===== src/jsm_pkg.sv =====
`timescale 1ns / 1ps
package jsm_pkg;

  localparam int NUM_SLOTS = 3;

  localparam logic [7:0] CH_SPACE  = 8'h20;
  localparam logic [7:0] CH_TAB    = 8'h09;
  localparam logic [7:0] CH_LF     = 8'h0A;
  localparam logic [7:0] CH_VT     = 8'h0B;
  localparam logic [7:0] CH_FF     = 8'h0C;
  localparam logic [7:0] CH_CR     = 8'h0D;
  localparam logic [7:0] CH_SQUOTE = 8'h27;
  localparam logic [7:0] CH_DQUOTE = 8'h22;
  localparam logic [7:0] CH_SLASH  = 8'h2F;
  localparam logic [7:0] CH_STAR   = 8'h2A;
  localparam logic [7:0] CH_LPAREN = 8'h28;
  localparam logic [7:0] CH_RPAREN = 8'h29;
  localparam logic [7:0] CH_LBRACK = 8'h5B;
  localparam logic [7:0] CH_RBRACK = 8'h5D;
  localparam logic [7:0] CH_LBRACE = 8'h7B;
  localparam logic [7:0] CH_RBRACE = 8'h7D;
  localparam logic [7:0] CH_SEMI   = 8'h3B;
  localparam logic [7:0] CH_COMMA  = 8'h2C;
  localparam logic [7:0] CH_COLON  = 8'h3A;

  typedef struct packed {
    logic [7:0] data;
    logic       has;
    logic       last;
  } res_t;

  typedef struct packed {
    res_t [NUM_SLOTS-1:0] slot;
    logic [1:0]           cnt;
  } bundle_t;

  typedef struct packed {
    logic not_empty;
    logic full;
  } q_status_t;

  function automatic logic is_ws(logic [7:0] c);
    return c == CH_SPACE || c == CH_TAB || c == CH_LF || c == CH_VT ||
           c == CH_FF || c == CH_CR;
  endfunction

endpackage


===== src/jsm_front.sv =====
`timescale 1ns / 1ps
module jsm_front import jsm_pkg::*; (
  input  logic      clk,
  input  logic      rst,
  input  logic      in_valid,
  output logic      in_ready,
  input  logic [7:0] in_byte,
  input  logic      end_of_text,
  input  q_status_t q_status,
  output logic      push,
  output bundle_t   push_data
);

  typedef struct packed {
    logic [7:0] held_byte;
    logic       held_valid;
    logic       skip_next;
    logic       in_line_comment;
    logic       in_block_comment;
    logic       in_single_quote;
    logic       in_double_quote;
    logic [7:0] pending_byte;
    logic       pending_valid;
    logic       output_nonempty;
    logic       seen_nonspace;
  } st_t;

  typedef struct packed {
    st_t        s;
    logic       emit;
    logic [7:0] data;
  } proc_t;

  function automatic proc_t proc(st_t s, logic [7:0] c, logic hn, logic [7:0] nx);
    proc_t r;
    logic do_app;
    logic kill;
    logic [7:0] ab;
    logic after_open;
    logic before_close;
    logic punct;
    r = '0;
    r.s = s;
    do_app = 1'b0;
    kill = 1'b0;
    ab = c;
    after_open = s.held_byte == CH_LPAREN || s.held_byte == CH_LBRACK ||
                 s.held_byte == CH_LBRACE;
    before_close = hn && (nx == CH_RPAREN || nx == CH_RBRACK || nx == CH_RBRACE);
    punct = c == CH_SEMI || c == CH_COMMA || c == CH_LBRACE || c == CH_RBRACE ||
            c == CH_LPAREN || c == CH_RPAREN || c == CH_LBRACK || c == CH_RBRACK ||
            c == CH_COLON;
    if (c == CH_SQUOTE && !s.in_double_quote && !s.in_block_comment &&
        !s.in_line_comment) begin
      r.s.in_single_quote = !s.in_single_quote;
    end else if (c == CH_DQUOTE && !s.in_single_quote && !s.in_block_comment &&
                 !s.in_line_comment) begin
      r.s.in_double_quote = !s.in_double_quote;
    end
    priority if (r.s.in_single_quote || r.s.in_double_quote) begin
      do_app = 1'b1;
    end else if (hn && c == CH_SLASH && nx == CH_SLASH) begin
      r.s.in_line_comment = 1'b1;
    end else if (hn && c == CH_SLASH && nx == CH_STAR) begin
      r.s.in_block_comment = 1'b1;
      r.s.skip_next = 1'b1;
    end else if (s.in_line_comment) begin
      if (c == CH_LF) begin
        r.s.in_line_comment = 1'b0;
        do_app = 1'b1;
      end
    end else if (s.in_block_comment) begin
      if (hn && c == CH_STAR && nx == CH_SLASH) begin
        r.s.in_block_comment = 1'b0;
        r.s.skip_next = 1'b1;
      end
    end else if (is_ws(c)) begin
      if (s.output_nonempty && !is_ws(s.held_byte) && !after_open && !before_close) begin
        do_app = 1'b1;
        ab = CH_SPACE;
      end
    end else begin
      kill = s.output_nonempty && s.held_byte == CH_SPACE && punct;
      do_app = 1'b1;
    end
    if (do_app) begin
      r.emit = s.held_valid && !kill;
      r.data = s.held_byte;
      r.s.held_byte = ab;
      r.s.seen_nonspace = s.seen_nonspace || !is_ws(ab);
      r.s.held_valid = r.s.seen_nonspace;
      r.s.output_nonempty = 1'b1;
    end
    return r;
  endfunction

  st_t     st;
  st_t     st_next;
  bundle_t bnd;
  proc_t   p0;
  proc_t   p1;
  st_t     s_mid;
  res_t    fin;
  logic    accept;

  assign in_ready = !q_status.full;
  assign accept = in_valid && in_ready;

  always_comb begin
    logic [1:0] n;
    n = 2'd0;
    bnd = '0;
    fin = '0;
    p0 = '0;
    p1 = '0;
    s_mid = st;
    if (st.pending_valid) begin
      p0 = proc(st, st.pending_byte, 1'b1, in_byte);
      s_mid = p0.s;
    end
    if (s_mid.skip_next) begin
      s_mid.skip_next = 1'b0;
      s_mid.pending_valid = 1'b0;
    end else begin
      s_mid.pending_byte = in_byte;
      s_mid.pending_valid = 1'b1;
    end
    st_next = s_mid;
    if (p0.emit) begin
      bnd.slot[n] = '{data: p0.data, has: 1'b1, last: 1'b0};
      n = n + 2'd1;
    end
    if (end_of_text) begin
      if (s_mid.pending_valid) begin
        p1 = proc(s_mid, s_mid.pending_byte, 1'b0, 8'h00);
      end else begin
        p1.s = s_mid;
      end
      if (p1.emit) begin
        bnd.slot[n] = '{data: p1.data, has: 1'b1, last: 1'b0};
        n = n + 2'd1;
      end
      fin.has = p1.s.held_valid && !is_ws(p1.s.held_byte);
      fin.data = fin.has ? p1.s.held_byte : 8'h00;
      fin.last = 1'b1;
      bnd.slot[n] = fin;
      n = n + 2'd1;
      st_next = '0;
    end
    bnd.cnt = n;
  end

  assign push = accept && (bnd.cnt != 2'd0);
  assign push_data = bnd;

  always_ff @(posedge clk) begin
    if (rst) begin
      st <= '0;
    end else if (accept) begin
      st <= st_next;
    end
  end

endmodule


===== src/jsm_queue.sv =====
`timescale 1ns / 1ps
module jsm_queue import jsm_pkg::*; #(
  parameter int DEPTH = 4
) (
  input  logic      clk,
  input  logic      rst,
  input  logic      push,
  input  bundle_t   push_data,
  input  logic      pop,
  output q_status_t q_status,
  output bundle_t   head
);

  localparam int PW = (DEPTH > 1) ? $clog2(DEPTH) : 1;
  localparam int CW = $clog2(DEPTH + 1);
  localparam logic [PW-1:0] LAST_PTR = PW'(DEPTH - 1);
  localparam logic [CW-1:0] FULL_CNT = CW'(DEPTH);

  bundle_t       mem [DEPTH];
  logic [PW-1:0] wr_ptr;
  logic [PW-1:0] rd_ptr;
  logic [CW-1:0] count;

  assign q_status.not_empty = count != '0;
  assign q_status.full = count == FULL_CNT;
  assign head = mem[rd_ptr];

  always_ff @(posedge clk) begin
    if (push) begin
      mem[wr_ptr] <= push_data;
    end
  end

  always_ff @(posedge clk) begin
    if (rst) begin
      wr_ptr <= '0;
      rd_ptr <= '0;
      count <= '0;
    end else begin
      if (push) begin
        wr_ptr <= (wr_ptr == LAST_PTR) ? '0 : wr_ptr + PW'(1);
      end
      if (pop) begin
        rd_ptr <= (rd_ptr == LAST_PTR) ? '0 : rd_ptr + PW'(1);
      end
      if (push && !pop) begin
        count <= count + CW'(1);
      end else if (pop && !push) begin
        count <= count - CW'(1);
      end
    end
  end

`ifndef SYNTHESIS
  a_no_overflow: assert property (@(posedge clk) disable iff (rst)
    push |-> (!q_status.full || pop))
    else $error("push into full queue");
  a_no_underflow: assert property (@(posedge clk) disable iff (rst)
    pop |-> q_status.not_empty)
    else $error("pop from empty queue");
  a_no_empty_bundle: assert property (@(posedge clk) disable iff (rst)
    push |-> push_data.cnt != 2'd0)
    else $error("empty bundle pushed");
  a_count_range: assert property (@(posedge clk) disable iff (rst)
    count <= FULL_CNT)
    else $error("queue count out of range");
`endif

endmodule


===== src/jsm_back.sv =====
`timescale 1ns / 1ps
module jsm_back import jsm_pkg::*; (
  input  logic       clk,
  input  logic       rst,
  input  q_status_t  q_status,
  input  bundle_t    head,
  output logic       pop,
  output logic       out_valid,
  input  logic       out_ready,
  output logic [7:0] out_byte,
  output logic       has_byte,
  output logic       end_of_output
);

  logic [1:0] idx;
  logic       take;
  res_t       cur;

  assign cur = head.slot[idx];
  assign out_valid = q_status.not_empty;
  assign out_byte = cur.data;
  assign has_byte = cur.has;
  assign end_of_output = cur.last;
  assign take = out_valid && out_ready;
  assign pop = take && (idx == head.cnt - 2'd1);

  always_ff @(posedge clk) begin
    if (rst) begin
      idx <= '0;
    end else if (take) begin
      idx <= pop ? 2'd0 : idx + 2'd1;
    end
  end

`ifndef SYNTHESIS
  a_idx_in_bundle: assert property (@(posedge clk) disable iff (rst)
    out_valid |-> idx < head.cnt)
    else $error("slot index beyond bundle");
  a_last_pops: assert property (@(posedge clk) disable iff (rst)
    (take && end_of_output) |-> pop)
    else $error("end marker not last in bundle");
  a_idx_clear: assert property (@(posedge clk) disable iff (rst)
    pop |=> idx == 2'd0)
    else $error("slot index not cleared after pop");
`endif

endmodule


===== src/js_comment_whitespace_minifier_unit.sv =====
// A bundle queue of DEPTH entries separates the input side from the output side.
// Throughput: one input item per cycle unless the queue is full; an item yields
// at most one result, except the end-of-text item, which yields up to three, sent
// one per cycle by the output side while out_ready is high.
// Reset (synchronous, active high) clears all text state and empties the queue.
`timescale 1ns / 1ps
module js_comment_whitespace_minifier_unit import jsm_pkg::*; #(
  parameter int DEPTH = 4
) (
  input  logic       clk,
  input  logic       rst,
  input  logic       in_valid,
  output logic       in_ready,
  input  logic [7:0] in_byte,
  input  logic       end_of_text,
  output logic       out_valid,
  input  logic       out_ready,
  output logic [7:0] out_byte,
  output logic       has_byte,
  output logic       end_of_output
);

  q_status_t q_status;
  logic      push;
  logic      pop;
  bundle_t   push_data;
  bundle_t   head;

  jsm_front u_front (
    .clk        (clk),
    .rst        (rst),
    .in_valid   (in_valid),
    .in_ready   (in_ready),
    .in_byte    (in_byte),
    .end_of_text(end_of_text),
    .q_status   (q_status),
    .push       (push),
    .push_data  (push_data)
  );

  jsm_queue #(.DEPTH(DEPTH)) u_queue (
    .clk      (clk),
    .rst      (rst),
    .push     (push),
    .push_data(push_data),
    .pop      (pop),
    .q_status (q_status),
    .head     (head)
  );

  jsm_back u_back (
    .clk          (clk),
    .rst          (rst),
    .q_status     (q_status),
    .head         (head),
    .pop          (pop),
    .out_valid    (out_valid),
    .out_ready    (out_ready),
    .out_byte     (out_byte),
    .has_byte     (has_byte),
    .end_of_output(end_of_output)
  );

endmodule


===== config.mk =====
export PLATFORM = sky130hd
export DESIGN_NAME = js_comment_whitespace_minifier_unit
export DESIGN_NICKNAME = d
export VERILOG_FILES = /design/src/jsm_pkg.sv /design/src/jsm_front.sv /design/src/jsm_queue.sv /design/src/jsm_back.sv /design/src/js_comment_whitespace_minifier_unit.sv
export SDC_FILE = /design/constraint.sdc
export NUM_CORES = 1
export LEC_CHECK = 0
export ABC_AREA = 1
export BUFFER_PORTS_ARGS = -buffer_cell sky130_fd_sc_hd__buf_4
export CORE_AREA = 4 4 124 126
export CTS_CLUSTER_SIZE = 25
export DETAILED_ROUTE_END_ITERATION = 10
export DIE_AREA = 0 0 128 130
export HOLD_SLACK_MARGIN = 0.12
export MAX_ROUTING_LAYER = met4
export PLACE_DENSITY = 0.79
export RECOVER_POWER = 50
export SETUP_SLACK_MARGIN = 0.2
export SLEW_MARGIN = 25
export SYNTH_ARGS = -nofsm -noshare
export SYNTH_HDL_FRONTEND = slang
export SYNTH_HIERARCHICAL = 1
export SYNTH_SLANG_ARGS = --single-unit

===== constraint.sdc =====
create_clock -name clk -period 4.59 [get_ports clk]
set_input_delay 0.6885 -clock clk [delete_from_list [all_inputs] [get_ports clk]]
set_output_delay 0.6885 -clock clk [all_outputs]
set_load 0.005 [all_outputs]

==> impl_metrics.xml <==
<?xml version="1.0" encoding="UTF-8"?>
<metrics>
  <group name="outcome">
    <metric name="run_status" unit="">finished, final reports clean</metric>
  </group>
  <group name="hold_path">
    <metric name="worst_hold_startpoint" unit="">u_front/st[19]$_SDFFE_PP0P_</metric>
    <metric name="hp-class" unit="">flop to flop</metric>
  </group>
  <group name="sta">
    <metric name="grt_setup_unrepaired" unit="">false</metric>
    <metric name="crit_path_setup_slack_layout" unit="ns">0.5318</metric>
    <metric name="max_slew.worst_pin.slew" unit="ns">1.179</metric>
    <metric name="period_minus_slack" unit="ns">4.058</metric>
    <metric name="achievable-frequency" unit="GHz">0.2464</metric>
    <metric name="finalHoldViolations" unit="">0</metric>
    <metric name="setup-tns-final" unit="ns">0</metric>
    <metric name="relSlewSlack" unit="">0.2138</metric>
    <metric name="fin_worst_skew" unit="ns">0.006618</metric>
    <metric name="layout_worst_path_cycle_share" unit="">0.8841</metric>
    <metric name="report.final.setup_viol" unit="">0</metric>
    <metric name="final_max_slew_viol_count" unit="">0</metric>
    <metric name="holdWs" unit="ns">0.4937</metric>
  </group>
  <group name="worst_setup_path">
    <metric name="critical_path_buffers_and_inverters" unit="">5</metric>
    <metric name="worst_setup_path_end_kind" unit="">flop</metric>
    <metric name="crit_slowest_cell" unit="">dfxtp_1</metric>
    <metric name="critPathTopFamily" unit="">simple AND/OR/NAND/NOR gates</metric>
    <metric name="worst_ep_arrival" unit="ns">4.23</metric>
    <metric name="critical_path_required" unit="ns">4.77</metric>
    <metric name="cp-start-kind" unit="">flop</metric>
    <metric name="critical_path_peak_fanout" unit="">16</metric>
    <metric name="worst_path_largest_cell_delay" unit="ns">0.48</metric>
    <metric name="crit_path_category" unit="">flop to flop</metric>
    <metric name="critPathMostFrequentCell" unit="">nand2_1</metric>
    <metric name="regToRegStartpoint" unit="">u_front/st[9]$_SDFFE_PP0P_</metric>
    <metric name="setup.worst_path.start" unit="">u_front/st[9]$_SDFFE_PP0P_</metric>
  </group>
  <group name="floorplan">
    <metric name="core_region_area" unit="mm2">0.01431</metric>
    <metric name="start_util" unit="">0.6048</metric>
    <metric name="standard_cell_row_count" unit="">44</metric>
    <metric name="die-area" unit="mm2">0.01664</metric>
    <metric name="die_width" unit="um">128</metric>
    <metric name="floorplan.io_pins" unit="">25</metric>
    <metric name="die_h" unit="um">130</metric>
  </group>
  <group name="global_route">
    <metric name="first_pass_grt_wire_length" unit="um">34340</metric>
    <metric name="number_of_antenna_violations_at_the_first_check_in_global_routing" unit="">0</metric>
    <metric name="via_count_of_the_first_global_routing_pass" unit="">6894</metric>
    <metric name="grt-ovfl-total" unit="">0</metric>
    <metric name="track_usage" unit="">0.2726</metric>
    <metric name="grt_max_degree" unit="">65</metric>
  </group>
  <group name="finish">
    <metric name="fin_nets" unit="">1055</metric>
    <metric name="share_of_cells_above_drive_strength_1" unit="">0.1359</metric>
    <metric name="highest_count_cells_in_the_layout_ignoring_fill_and_taps" unit="">203 x nand2_1, 150 x nor2_1, 128 x edfxtp_1, 73 x inv_1, 71 x o21ai_0</metric>
    <metric name="antenna_cells_inserted" unit="">0</metric>
    <metric name="final.fill_count" unit="">1184</metric>
    <metric name="area_growth_from_synthesis_to_final_layout" unit="%">9.351</metric>
    <metric name="mostFrequentLayoutCell" unit="">nand2_1</metric>
    <metric name="final_core_utilization" unit="">0.6614</metric>
    <metric name="area_of_the_multi_input_gates" unit="mm2">0.003478</metric>
    <metric name="post_route_cell_area" unit="mm2">0.009467</metric>
    <metric name="area.sequential" unit="mm2">0.004544</metric>
  </group>
  <group name="synth">
    <metric name="netlist.top_cell.by_area" unit="">edfxtp_1</metric>
    <metric name="syn_area" unit="mm2">0.008657</metric>
    <metric name="dominant_cells_by_area_after_synthesis" unit="">edfxtp_1 44%, nand2_1 8.7%, dfxtp_1 8.1%</metric>
    <metric name="avgSynthCellArea" unit="um2">8.571</metric>
    <metric name="postSynthNetCount" unit="">1033</metric>
    <metric name="netlist.area_leader.share" unit="">0.4440</metric>
    <metric name="synth.ff_latch_count" unit="">163</metric>
    <metric name="synth_sequential_area_ratio" unit="">0.5249</metric>
    <metric name="synthesis.yosys.warnings" unit="">6</metric>
    <metric name="yosys.cell_types.count" unit="">41</metric>
    <metric name="netlist_instances" unit="">1010</metric>
  </group>
  <group name="placement">
    <metric name="place.port_buffers" unit="">24</metric>
    <metric name="placed_area" unit="mm2">0.008935</metric>
    <metric name="gp_congestion" unit="">1.031</metric>
    <metric name="place_hpwl" unit="um">14180</metric>
    <metric name="setup_ws_pre_cts" unit="ns">0.2094</metric>
  </group>
  <group name="pwr">
    <metric name="p_leak" unit="nW">3.641</metric>
    <metric name="power-per-cell-area" unit="mW/mm2">467.3</metric>
    <metric name="vdd_ir_drop_max" unit="mV">0.2671</metric>
  </group>
  <group name="cts">
    <metric name="worst_setup_hold_path_clk_slew" unit="ns">0.07</metric>
    <metric name="cts.htree.levels" unit="">4</metric>
    <metric name="numClockSinks" unit="">163</metric>
    <metric name="cts_tree" unit="">done</metric>
    <metric name="cts.root.buffer_cell" unit="">clkbuf_16</metric>
    <metric name="ctsLongestPathBuffers" unit="">2</metric>
    <metric name="insertion_delay" unit="ns">0.43</metric>
    <metric name="numCtsBuffers" unit="">17</metric>
  </group>
  <group name="route">
    <metric name="vias_per_cell" unit="">5.863</metric>
    <metric name="ant_nets" unit="">0</metric>
    <metric name="remaining_drc_errors" unit="">0</metric>
    <metric name="drt-pass1-iter-count" unit="">5</metric>
    <metric name="routed_wirelength" unit="um">21140</metric>
    <metric name="vias" unit="">7206</metric>
    <metric name="routedWlPerCell" unit="um">17.20</metric>
    <metric name="drt-initial-drc-count" unit="">671</metric>
  </group>
  <group name="job">
    <metric name="max_cap_violations" unit="">0</metric>
  </group>
</metrics>
## through the flow
| stage | instances | power (mW) |
|---|---|---|
| after global placement | 1195 | 3.144 |
| after CTS | 1227 | 4.457 |
| after global routing | 1229 | 4.670 |
| after detailed placement | 1195 | 3.175 |
| after floorplan | 1010 | 2.794 |
| final | 1229 | 4.423 |
## where the power goes
group	total, mW	switching [mW]	internal (mW)
logic	1.34	0.878	0.466
clock network	1.29	0.592	0.694
registers	1.79	0.0838	1.71
total	4.42	1.55	2.87
## metal layers
metal	vias up	part of all wire	GRT usage
met5	-	0	-
met4	0	0.034	0.1236
met3	62	0.068	0.05444
met2	302	0.48	0.4424
met1	3347	0.42	0.3322
li1	3495	-	-
## worst reg2reg max path: cells and delay by family (launching register included)
family	cells	cell delay, ns
AND/OR/NAND/NOR	27	2.96
buffers and inverters	5	0.39
flip-flops	1	0.48
## registers in the layout, indices dropped and copies added, names as in the netlist, named ones only
| name | count |
|---|---|
| u_front/st | 24 |
| u_queue/rd_ptr | 2 |
| u_queue/count | 3 |
| u_queue/mem | 128 |
| u_back/idx | 2 |
| u_queue/wr_ptr | 2 |
## final timing paths
path                                  endpoint  slack (ns)  cells past startpoint
setup / recovery  u_queue/mem[2][25]$_DFFE_PP_        0.53                     32
hold / removal     u_front/st[19]$_SDFFE_PP0P_        0.49                      2
setup reg to reg  u_queue/mem[2][25]$_DFFE_PP_        0.53                     32
hold reg to reg    u_front/st[19]$_SDFFE_PP0P_        0.49                      2
## cells by family after synthesis
group                    after synthesis  share of synthesized area
adder cells (fa/ha/maj)               10                    0.01532
buffers and inverters                133                    0.07342
AO/OA/AOI/OAI                        213                     0.1333
XOR/XNOR                               1                   0.001012
AND/OR/NAND/NOR                      490                     0.2521
flip-flops                           163                     0.5249
## final cells by class
| cell class | count | area share |
|---|---|---|
| sequential | 163 | 0.4800 |
| multi-input combinational | 714 | 0.3674 |
| clock buffer | 17 | 0.04494 |
| inverter | 89 | 0.03674 |
| timing repair buffer | 47 | 0.03503 |
| tap | 184 | 0.02432 |
| clock inverter | 15 | 0.01150 |
## cell usage after synthesis (all sizes together)
cell type and number:
a31oi 8, nand3 70, nand3b 4, fa 1, a211oi 2, a21boi 1
nor3 7, a22oi 1, nor3b 1, o21ai 115, o22ai 38, a21oi 46
xor2 1, and2 1, nand4 15, dfxtp 35, nand2 228, ha 9
edfxtp 128, nor2 163, nor4 1, o211ai 2, inv 88, clkbuf 13
clkinv 1, buf 31
## repair_timing
| action | 4_1_cts | 5_1_grt |
|---|---|---|
| setup buffers | 0 | 2 |
| gates resized for setup | 0 | 5 |
| endpoints found under the setup margin | 0 | 104 |
| hold buffers | 0 | 0 |
Note: power is estimated with default switching activity, not from simulation.
